`config.mk`:
```
export PLATFORM = sky130hd
export DESIGN_NAME = ccir_div
export DESIGN_NICKNAME = d
export VERILOG_FILES = /design/src/rtl/ccir_pkg.sv /design/src/rtl/ccir_div.sv
export SDC_FILE = /design/constraint.sdc
export NUM_CORES = 2
export LEC_CHECK = 0
export ABC_AREA = 0
export BUFFER_PORTS_ARGS = -buffer_cell sky130_fd_sc_hd__buf_2
export CAP_MARGIN = 20
export CORE_ASPECT_RATIO = 0.8
export CORE_MARGIN = 8
export CORE_UTILIZATION = 50
export DETAILED_ROUTE_END_ITERATION = 12
export GPL_ROUTABILITY_DRIVEN = 0
export PLACE_DENSITY = 0.75
export SLEW_MARGIN = 20
export SYNTH_ARGS = -nofsm -noshare
export SYNTH_HDL_FRONTEND = slang
export SYNTH_SLANG_ARGS = --single-unit
export TNS_END_PERCENT = 5
```
`constraint.sdc`:
```
create_clock -name clk_i -period 4.6 [get_ports clk_i]
set_clock_uncertainty 0.2 [all_clocks]
set_input_delay 0.92 -clock clk_i [delete_from_list [all_inputs] [get_ports clk_i]]
set_output_delay 0.92 -clock clk_i [all_outputs]
set_load 0.02 [all_outputs]
```
`src/rtl/ccir_pkg.sv`:
```
// ----------------------------------------------------------------------------
// Circle contact impulse resolver package
// Shared widths, beat layouts, pipeline records and arithmetic helpers.
// ----------------------------------------------------------------------------
package ccir_pkg;

  localparam int FracBits   = 16;
  localparam int RestiBits  = 17;
  localparam int SqrtStages = 16;
  localparam int DivSteps   = 17;
  localparam int InBits     = 288;
  localparam int OutBits    = 328;

  typedef struct packed {
    logic [63:0] v;
    logic [63:0] r;
  } sq_t;

  typedef struct packed {
    logic signed [31:0] vx;
    logic signed [31:0] vy;
    logic [30:0]        ra;
    logic [30:0]        rb;
    logic [30:0]        ima;
    logic [30:0]        imb;
    logic [15:0]        ba;
    logic [15:0]        bb;
    logic [31:0]        adx;
    logic [31:0]        ady;
    logic               sx;
    logic               sy;
  } side1_t;

  typedef struct packed {
    logic signed [31:0] vx;
    logic signed [31:0] vy;
    logic [15:0]        ba;
    logic [15:0]        bb;
    logic               sx;
    logic               sy;
    logic signed [33:0] depth;
    logic [32:0]        dmag;
    logic               dz;
    logic               mz;
  } side2_t;

  typedef struct packed {
    logic signed [17:0] nx;
    logic signed [17:0] ny;
    logic [16:0]        nxm;
    logic [16:0]        nym;
    logic               nxneg;
    logic               nyneg;
    logic               txneg;
    logic               tyneg;
    logic signed [33:0] depth;
    logic [32:0]        dmag;
    logic               mz;
    logic [16:0]        wa;
    logic [16:0]        wb;
    logic [15:0]        ba;
    logic [15:0]        bb;
  } car_t;

  typedef struct packed {
    logic        applied;
    logic [31:0] kby;
    logic [31:0] kbx;
    logic [31:0] kay;
    logic [31:0] kax;
    logic [31:0] pby;
    logic [31:0] pbx;
    logic [31:0] pay;
    logic [31:0] pax;
    logic [17:0] ny;
    logic [17:0] nx;
    logic [31:0] depth;
  } res_t;

  function automatic sq_t sqrt_step(input sq_t s, input int unsigned k);
    logic [63:0] b;
    logic [63:0] t;
    sq_t         o;
    b = 64'd1 << (62 - 2 * k);
    t = s.r + b;
    if (s.v >= t) begin
      o.v = s.v - t;
      o.r = (s.r >> 1) + b;
    end else begin
      o.v = s.v;
      o.r = s.r >> 1;
    end
    return o;
  endfunction

  function automatic logic [31:0] sat32(input logic neg, input logic [39:0] m);
    logic [31:0] r;
    if (neg) begin
      if (m > 40'h00_8000_0000) r = 32'h8000_0000;
      else r = 32'd0 - m[31:0];
    end else begin
      if (m > 40'h00_7FFF_FFFF) r = 32'h7FFF_FFFF;
      else r = m[31:0];
    end
    return r;
  endfunction

endpackage

```
`src/rtl/ccir_div.sv`:
```
// ----------------------------------------------------------------------------
// Pipelined restoring divider
// 48-bit dividend over 32-bit divisor, 17-bit quotient, one bit per stage.
// ----------------------------------------------------------------------------
module ccir_div (
  input  logic        clk_i,
  input  logic        en_i,
  input  logic [47:0] num_i,
  input  logic [31:0] den_i,
  output logic [16:0] quo_o
);

  logic [47:0] rem_q [ccir_pkg::DivSteps];
  logic [31:0] den_q [ccir_pkg::DivSteps];
  logic [16:0] quo_q [ccir_pkg::DivSteps];

  for (genvar j = 0; j < ccir_pkg::DivSteps; j++) begin : g_step
    logic [47:0] rem_p;
    logic [31:0] den_p;
    logic [16:0] quo_p;
    logic [47:0] sub;
    logic [47:0] rem_d;
    logic [16:0] quo_d;
    if (j == 0) begin : g_first
      assign rem_p = num_i;
      assign den_p = den_i;
      assign quo_p = '0;
    end else begin : g_next
      assign rem_p = rem_q[j-1];
      assign den_p = den_q[j-1];
      assign quo_p = quo_q[j-1];
    end
    always_comb begin
      sub   = {16'd0, den_p} << (ccir_pkg::DivSteps - 1 - j);
      rem_d = rem_p;
      quo_d = quo_p;
      if (rem_p >= sub) begin
        rem_d = rem_p - sub;
        quo_d[ccir_pkg::DivSteps-1-j] = 1'b1;
      end
    end
    always_ff @(posedge clk_i) begin
      if (en_i) begin
        rem_q[j] <= rem_d;
        den_q[j] <= den_p;
        quo_q[j] <= quo_d;
      end
    end
  end

  assign quo_o = quo_q[ccir_pkg::DivSteps-1];

endmodule

```
# [Yosys cells after proc, flatten, opt, wreduce, memory -nomap -nowiden]
# Memories as Yosys holds them, arrays and structs flattened.
# Index checks and enable logic that the tools add are counted.
# W data, S select, Z words.
[op_classes] n_mux=36 n_lt_le_gt_ge=17 add_sub_neg=17
[op_table] op="$mux W48" count=17
[op_table] op="$ge A48 B32 Y1" count=1
[op_table] op="$ge A48 B33 Y1" count=1
[op_table] op="$ge A48 B34 Y1" count=1
[op_table] op="$ge A48 B35 Y1" count=1
[op_table] op="$ge A48 B36 Y1" count=1
[op_table] op="$ge A48 B37 Y1" count=1
[op_table] op="$ge A48 B38 Y1" count=1
[op_table] op="$ge A48 B39 Y1" count=1
[op_table] op="$ge A48 B40 Y1" count=1
[op_table] op="$ge A48 B41 Y1" count=1
[op_table] op="$ge A48 B42 Y1" count=1
[op_table] op="$ge A48 B43 Y1" count=1
[op_table] op="$ge A48 B44 Y1" count=1
[op_table] op="$ge A48 B45 Y1" count=1
[op_table] op="$ge A48 B46 Y1" count=1
[op_table] op="$ge A48 B47 Y1" count=1
[op_table] op="$ge A48 B48 Y1" count=1
[op_table] op="$sub A48 B32 Y48" count=1
[op_table] op="$sub A48 B33 Y48" count=1
[op_table] op="$sub A48 B34 Y48" count=1
[op_table] op="$sub A48 B35 Y48" count=1
[op_table] op="$sub A48 B36 Y48" count=1
[op_table] op="$sub A48 B37 Y48" count=1
[op_table] op="12 further kinds" count=30
[totals] ram_bits=1649 mem_count=3 register_bits=0 input_bits=82
[mem_list] name="rem_q" depth=17 width=48 read_ports=16 rd_ports_with_merged_regs=0 write_ports=17 line_no="ccir_div.sv:13" source="logic [47:0] rem_q [ccir_pkg::DivSteps];"
[mem_list] name="den_q" depth=17 width=32 read_ports=16 rd_ports_with_merged_regs=0 write_ports=17 line_no="ccir_div.sv:14" source="logic [31:0] den_q [ccir_pkg::DivSteps];"
[mem_list] name="quo_q" depth=17 width=17 read_ports=17 rd_ports_with_merged_regs=0 write_ports=17 line_no="ccir_div.sv:15" source="logic [16:0] quo_q [ccir_pkg::DivSteps];"

# [Logic depth before layout (Yosys ltp)]
# An unclocked memory read counts as a cell.
[depth] depth_word=3 depth_mapped=16 depth_no_buf=14

# [Worst setup path before layout]
# OpenSTA, ideal clock, no wires.
[synth_timing] path_type="input -> register" from="input port num_i[16]" to="memory rem_q[0][41], data pin" stages=13 setup_slack_ns=0.530 required_time_ns=4.140 arrival_time_ns=3.610 n_path_buf=1 cell_sequence="inv_1 > ha_1 > fa_1 > nor2b_1 > o31ai_1 > a21oi_1 > o221ai_1 > a21oi_1 > o311ai_0 > a31o_2 > a21oi_1 > clkbuf_1 > mux2_2"
[synth_lines] item="start: declaration" line_no="ccir_div.sv:8" source="input logic [47:0] num_i,"
[synth_lines] item="end: declaration" line_no="ccir_div.sv:13"

==> metrics <==
status complete, no violations; final hold slack 0.1208 ns; cell taking the most area after synthesis edfxtp_1; Clock Pin Slew Worst Setup and Hold Paths 0.06 ns; power consumption 56.66 mW; Yosys cell types 94; Ys Warns 0; DRC Markers 0; initial antenna violation count 8; CTS buffer count 146; CTS root buffer clkbuf_16; slew margin rel. 27.30%; io pins between 90 and 100; Sink Count 1433; Hold Crit Class in2reg; clock buffer depth 3; chip height between 300 and 400 um; Tmin final 4.381 ns; vias in the first global route around 56000; P per Cell Area roughly 630 nW/um2; Arr. time, crit path 4.70 ns; #FFs+latches synth around 1400; Syn Inst Count roughly 7400; Post-Syn Area 80940 um2; Startpoint Class flop; Fillers ~13000; total gr overflow 0; nets ~8200; required time worst endpoint 4.92 ns; RSZ-0062 raised after global routing false; LEAKAGE 35.84 nW; peak supply drop 0.4419 mV; final number of max-transition violations 0; DP HPWL 140.8 mm; Die X approximately 470 um; DR vias/cell 5.923; Layout area overhead 10.67%; Die ar. 175100 um2; placed cell area 84800 um2; Hold Vio Cnt, Final 0; Seq/Total Area, Yosys approximately 53%; largest net degree at the start of global routing 114; Max Fclk between 200 and 250 MHz; DRT iter0 DRCs 6297; Final period util 95.23%; Most used DFF post-synth edfxtp_1; CP max FO 13; core area 161400 um2; Mapped Avg Cell Area ~11 um2; critical path class reg2reg; top-count cell post-synth edfxtp_1; Max-Cap Viols 0; routed via count 58120; final design utilization 55.51%; CTS tree done; top cells by count, synth 1433 x edfxtp_1, 693 x inv_1, 641 x a21oi_1; Antenna Nets Post-Route 0; EDFF count, synth 1433; 1st-pass router iterations 6; Post-Syn Nets 8006; share of cells above drive strength 1 8.267%; Async SR Flop Fraction 0%; Port Buffers 98; Hold Buf Count CTS 0; Total GRT Usage 20.53%; Detailed Route WL 185.4 mm; first-pass GRT wire length slightly below 300 mm; final instance area approximately 90000 um2; routed len/inst 18.90 um; aggregate negative setup slack 0 ns; Final setup viols 0; Setup crit end kind flop; H-tree depth 4; Slew @ Worst Pin 1.091 ns; Initial Util 50.16%; proportion of netlist area held by the largest area contributor 53.17%; FP Rows 132; Inserted Diodes 0; dominant cells by area after synthesis edfxtp_1 53%, ha_1 8.4%, a21oi_1 4.0%; Clk Latency, worst-skew pair about 0.79 ns
==> final timing paths <==
path / start / endpoint / slack [ns] / cells after the start
worst max-delay path: rem_q[0][626]$_DFFE_PP_ / rem_q[0][718]$_DFFE_PP_ / 0.22 / 15
worst min-delay path: den_i[18] / den_q[0][18]$_DFFE_PP_ / 0.12 / 1
worst max register to register: rem_q[0][626]$_DFFE_PP_ / rem_q[0][718]$_DFFE_PP_ / 0.22 / 15
worst min register to register: quo_q[0][66]$_DFFE_PP_ / quo_q[0][83]$_DFFE_PP_ / 0.21 / 0
==> critical path: stages (launching register included) <==
cell and delay [ns]:
edfxtp_1 0.38, inv_1 0.07, ha_1 0.19, inv_1 0.07, fa_1 0.41, a21o_1 0.21
a221oi_2 0.42, o221ai_2 0.21, a221oi_1 0.52, o21ai_2 0.15, o21ai_0 0.35, a21o_1 0.24
buf_4 0.20, a2111o_1 0.25, nor4_1 0.10, xor2_1 0.16
==> where the power goes <==
group	switching, mW	internal, mW	total, mW
Sequential	1.99	18.9	20.9
Clock	5.21	6.60	11.8
Combinational	13.9	10.1	24.0
==> layout make-up <==
class / instances / area (um2) / area share, %
Timing Repair Buffer: 226 / 1817 / 2.028
Clock buffer: 184 / 3860 / 4.309
Clock inverter: 83 / 884.6 / 0.9876
Multi-Input combinational cell: 5045 / 34680 / 38.71
Tap cell: 2144 / 2683 / 2.995
Inverter: 698 / 2620 / 2.925
Sequential cell: 1433 / 43030 / 48.04
==> sequential cells by signal, summed over array words and instances (netlist names) <==
| register | count |
|---|---|
| quo_q | 153 |
| den_q | 512 |
| rem_q | 768 |
==> logic make-up (layout without fill, tap and decap cells) <==
logic type,Yosys count,count (layout),synth area share [%]
xor+xnor,543,543,5.876
fa+ha+maj,560,560,8.805
simple gates,1789,1789,10.60
buf+inv,886,1191,4.145
mux,105,105,1.448
flops,1433,1433,53.17
compound gates,2048,2048,15.96
==> repair_timing <==
item                       in CTS  in global routing
gates resized for setup         0                  6
setup endpoints to repair       0                  8
setup buffers                   0                  0
==> per-stage QoR <==
step	std cells	worst slack, ns
global placement	9546	0.07644
finish	9813	0.2194
detailed placement	9546	0.07370
CTS	9813	0.06246
global route	9813	0.02558
floorplan	7364	0.5297
==> per-layer routing <==
| layer | wire length [um] | share of wire, % | track usage (%) |
|---|---|---|---|
| met1 | 81670 | 44 | 28.38 |
| met2 | 84430 | 46 | 33.29 |
| met3 | 13580 | 7.3 | 3.325 |
| met4 | 5684 | 3.1 | 6.549 |
| met5 | 64 | 0.035 | 0 |
==> placed cells by master (no fill, tap or decap), types with 35 or more instances in the layout <==
cell type,count
nor2_1,459
o21ai_0,479
nor2b_1,65
o21a_1,66
buf_4,100
a21o_1,328
xor2_1,229
and3_1,70
mux2_2,97
nor4_1,63
xnor2_1,314
o21bai_1,63
nor3_1,94
a211oi_1,53
clkbuf_16,149
o211ai_1,46
nand3_1,133
a31oi_1,50
nand2_1,551
o31ai_1,48
clkbuf_1,35
buf_2,97
nand4_1,92
ha_1,544
inv_1,693
or3_1,37
nand2b_1,69
edfxtp_1,1433
a21oi_1,640
No activity file was read; power rests on OpenSTA's default activity.
